--- src/rtl/pwsn_ram.sv ---
// Generic single-write, single-read RAM with registered read data.
module pwsn_ram #(
  parameter int Width = 8,
  parameter int Depth = 16
) (
  input  logic                     clk,
  input  logic                     we,
  input  logic [$clog2(Depth)-1:0] waddr,
  input  logic [Width-1:0]         wdata,
  input  logic [$clog2(Depth)-1:0] raddr,
  output logic [Width-1:0]         rdata
);

  logic [Width-1:0] mem [Depth];

  always_ff @(posedge clk) begin
    if (we) begin
      mem[waddr] <= wdata;
    end
    rdata <= mem[raddr];
  end

endmodule

--- config.mk ---
export PLATFORM = sky130hd
export DESIGN_NAME = pwsn_ram
export DESIGN_NICKNAME = d
export VERILOG_FILES = /design/src/rtl/pwsn_ram.sv
export SDC_FILE = /design/constraint.sdc
export NUM_CORES = 1
export LEC_CHECK = 0
export ABC_AREA = 0
export BUFFER_PORTS_ARGS = -buffer_cell sky130_fd_sc_hd__buf_2
export CAP_MARGIN = 20
export CORE_MARGIN = 2
export CORE_UTILIZATION = 29
export CTS_CLUSTER_SIZE = 10
export DETAILED_ROUTE_END_ITERATION = 16
export MAX_ROUTING_LAYER = met4
export PLACE_DENSITY = 0.44
export SETUP_SLACK_MARGIN = 0.1
export SLEW_MARGIN = 10
export SYNTH_ARGS = -nofsm -noshare
export SYNTH_HDL_FRONTEND = slang
export SYNTH_SLANG_ARGS = --single-unit
--- constraint.sdc ---
create_clock -name clk -period 1.61 [get_ports clk]
set_clock_uncertainty 0.15 [all_clocks]
set_input_delay 0.0805 -clock clk [delete_from_list [all_inputs] [get_ports clk]]
set_output_delay 0.0805 -clock clk [all_outputs]
set_load 0.1 [all_outputs]
Yosys cells after proc, flatten, opt, wreduce, memory -nomap -nowiden
Memories as Yosys holds them, arrays and structs flattened. A register that Yosys moved wholly into a read port is not among the register bits. Index checks and enable logic that the tools add are counted.

Input port bits: 18. Output and inout port bits: 8. Bits in registers: 0. Bits in writable memories: 128. Logic and storage cells: 3. Memories: 1.

Memories: mem (depth 16, bits a word 8, rd ports 1, clocked after Yosys merged registers in 1, wr ports 1, line 14) `logic [Width-1:0] mem [Depth];`.

Mux-type cells: 2.

Operators by type and width (number): $mux 1 (2).

Longest topological paths before layout
Depth in word-level cells: 2. Gate-level depth with buffers: 5. Depth with buffers taken out: 3.

Worst setup path after synthesis
Ideal clock, no wire load.

Path type: input -> register. From: input port waddr[2]. To: memory mem[0][0], enable pin. Arrival time: 1.190 ns. Stages: 2. Library setup time: 0.383 ns. Path slack: -0.113 ns. Buffers on the path: 0. Required time: 1.077 ns. Cell sequence: or3b_2 > nor3_1.

RTL lines: start, declared (line 8) `input logic [$clog2(Depth)-1:0] waddr,`; end, declared (line 14).

Straight into the memory's write port.

==> results_dict.tcl <==
set metrics [dict create \
    status "completed" \
    initialDrtViolationCount 215 \
    synth_cell_types 19 \
    fp-row-count 48 \
    min_from "waddr[0]" \
    grt_start_max_net_pins 30 \
    worstMarginPinSlew_ns 0.823 \
    final.fill_count 1621 \
    wirelength_mm 10.5 \
    yosys_warnings 0 \
    timing.fmax_mhz 673 \
    slew_headroom_pct 44.9 \
    ant_nets 0 \
    clock-root-buffer "clkbuf_16" \
    power-per-cell-area_mw_per_mm2 1310 \
    post_cts_buffers 0 \
    final_nets 313 \
    cts_sinks 136 \
    hold_class "in -> reg" \
    startpoint "mem[3][6]$_DFFE_PP_" \
    leakage_nw 2.15 \
    die_h_um 137 \
    cts_tree "yes" \
    place_hpwl_mm 6.71 \
    ys_async_sr_fraction_pct 0 \
    synth_seq_area_share_pct 77.8 \
    period_minus_slack_ns 1.48 \
    dp.cells 493 \
    synth_edf_count 128 \
    port-buffer-count 25 \
    grt_pass1_vias 2610 \
    grt_pass1_wl_mm 16.1 \
    avgViaCountPerCell 4.56 \
    track_usage_pct 13.0 \
    clk_latency_ns 0.42 \
    cts_max_path_buffers 2 \
    cp.arrival_ns 1.64 \
    first_pass_iters 4 \
    drv_slew 0 \
    min_path_cells 3 \
    worstPathMaxFanout 1 \
    grt-ovfl-total 0 \
    synth_common_cells "128 x edfxtp_1, 18 x mux4_2, 16 x a22oi_1" \
    layout-drive-gt1-share_pct 34.1 \
    vias 2428 \
    synthFlopType "edfxtp_1" \
    cp_data_required_time_ns 1.77 \
    max-vdd-ir-drop_mv 0.751 \
    diodes 0 \
    syn_to_final_growth_pct 24.0 \
    cts_buffers 17 \
    r2r_cells 4 \
    synth_top_cell_area_share_pct 74.7 \
    cp-end-kind "flip-flop" \
    crit_type "reg -> reg" \
    path_cells "mux4_2 -> a22oi_2 -> buf_4 -> nand2_2" \
    layout.cells.non_filler 533 \
    setup_viol 0 \
    min_to "mem[0][5]$_DFFE_PP_" \
    synth_fp_nets 247 \
    core_mm2 0.0173 \
    avgRoutedWirePerCell_um 19.7 \
    worstReg2RegEnd "rdata[6]$_DFF_P_" \
    slowest_stage "mux4_2" \
    place_congestion 0.655 \
    total_power_w 0.00838 \
    ioPinCount 26 \
    clkTransAtPathRegs_ns 0.06 \
    r2r_slack_ns 0.13 \
    syn_inst 229 \
    yosysMostFrequentCell "edfxtp_1" \
    yosys.area.top_type "edfxtp_1" \
    grt_setup_unrepaired "true" \
    r2r-start "mem[3][6]$_DFFE_PP_" \
    slowest_delay_ns 0.48 \
    cp-start-kind "flip-flop" \
    seqCellArea_mm2 0.00400 \
    critPathTopFamily "multiplexers" \
    synth_area_leaders "edfxtp_1 75%, mux4_2 7.9%, mux4_1 7.1%, dfxtp_1 3.1%, a22oi_1 2.3%" \
    syn-cell-area_mm2 0.00515 \
    multi_input_area_mm2 0.00108 \
    dieWidth_um 137 \
    htree_levels 4 \
    start_util_pct 29.8 \
    period_share_pct 92.2 \
    syn_avg_cell_area_um2 22.5 \
    path_buf_inv 1 \
    utilization_pct 36.9 \
    fp.dieArea_mm2 0.0188 \
    hold_violations 0 \
    maxCapViolations 0 \
    drc 0 \
    ys_ff_latch 136 \
    antenna_found_initial 0 \
]
-- layout by cell type (no fill, tap or decap), types with 2 or more instances in the layout --
cell type / n
nand2_1: 8
edfxtp_1: 128
clkinvlp_4: 3
dlygate4sd3_1: 8
mux4_1: 14
clkinv_2: 7
nand3b_1: 2
nand2b_1: 2
nor2_1: 13
a22oi_1: 12
buf_4: 22
mux4_2: 18
buf_12: 3
buf_2: 24
dfxtp_1: 8
a22oi_2: 4
clkbuf_16: 17
bufinv_16: 3
nor3_1: 3
-- flip-flops by register name (all words and copies together) (netlist names) --
name	flops
mem	128
rdata	8
-- power by group --
group          internal, W  switching (W)
logic             0.000189       0.000384
clock network      0.00240        0.00142
registers          0.00396      0.0000247
-- worst reg2reg max path, cell delays in order, from the launching register on --
cell and delay [ns]:
edfxtp_1 0.35, mux4_2 0.48, a22oi_2 0.21, buf_4 0.14, nand2_2 0.04
-- cell families (layout without fill, tap and decap cells) --
logic type	Yosys count	in the layout	synth area share [%]
DFF	136	136	77.8
and+or+nand+nor	35	35	3.18
muxes	32	32	15.0
AOI/OAI and AO/OA	16	16	2.33
buffers and inverters	10	89	1.68
-- cell type report --
| type | count | share of cell area [%] |
|---|---|---|
| clock buffers | 17 | 6.67 |
| well taps | 225 | 4.41 |
| clock inverters | 15 | 2.51 |
| repair buffers | 57 | 6.67 |
| flip-flops and latches | 136 | 62.7 |
| multi-input cells | 83 | 17.0 |
-- metal layers --
metal / global-route usage (%) / share of wire [%] / up-vias
met2: 19.6 / 50 / 42
li1: - / - / 1110
met3: 4.16 / 4.0 / 13
met4: 6.24 / 2.1 / 0
met5: - / 0 / -
met1: 15.8 / 44 / 1263
-- repair_timing --
action / 4_1_cts / 5_1_grt
endpoints found under the setup margin: 4 / 4
gates resized for setup: 3 / 3
hold endpoints to repair: 128 / 0
hold buffers: 8 / 0
pin swaps: 0 / 1
-- per-stage QoR --
step | hold WS, ns | cell area, um2 | setup slack, ns | TNS (ns)
detailed placement | 0.333 | 5690 | -0.113 | -0.299
finish | 0.0775 | 6380 | 0.125 | 0
global placement | 0.331 | 5690 | -0.113 | -0.298
CTS | 0.0524 | 6370 | 0.0710 | 0
global route | 0.0705 | 6380 | 0.0553 | 0
floorplan | 0.0294 | 5150 | 0.113 | 0
-- how the worst max path moves through the flow --
stage	endpoint	depth (start not counted)
after floorplan	mem[3][0]$_DFFE_PP_	2
after global placement	rdata[6]$_DFF_P_	6
after detailed placement	rdata[6]$_DFF_P_	6
after CTS	rdata[6]$_DFF_P_	4
after global routing	rdata[4]$_DFF_P_	3
final	rdata[6]$_DFF_P_	4
No activity file was read; power rests on OpenSTA's default activity.
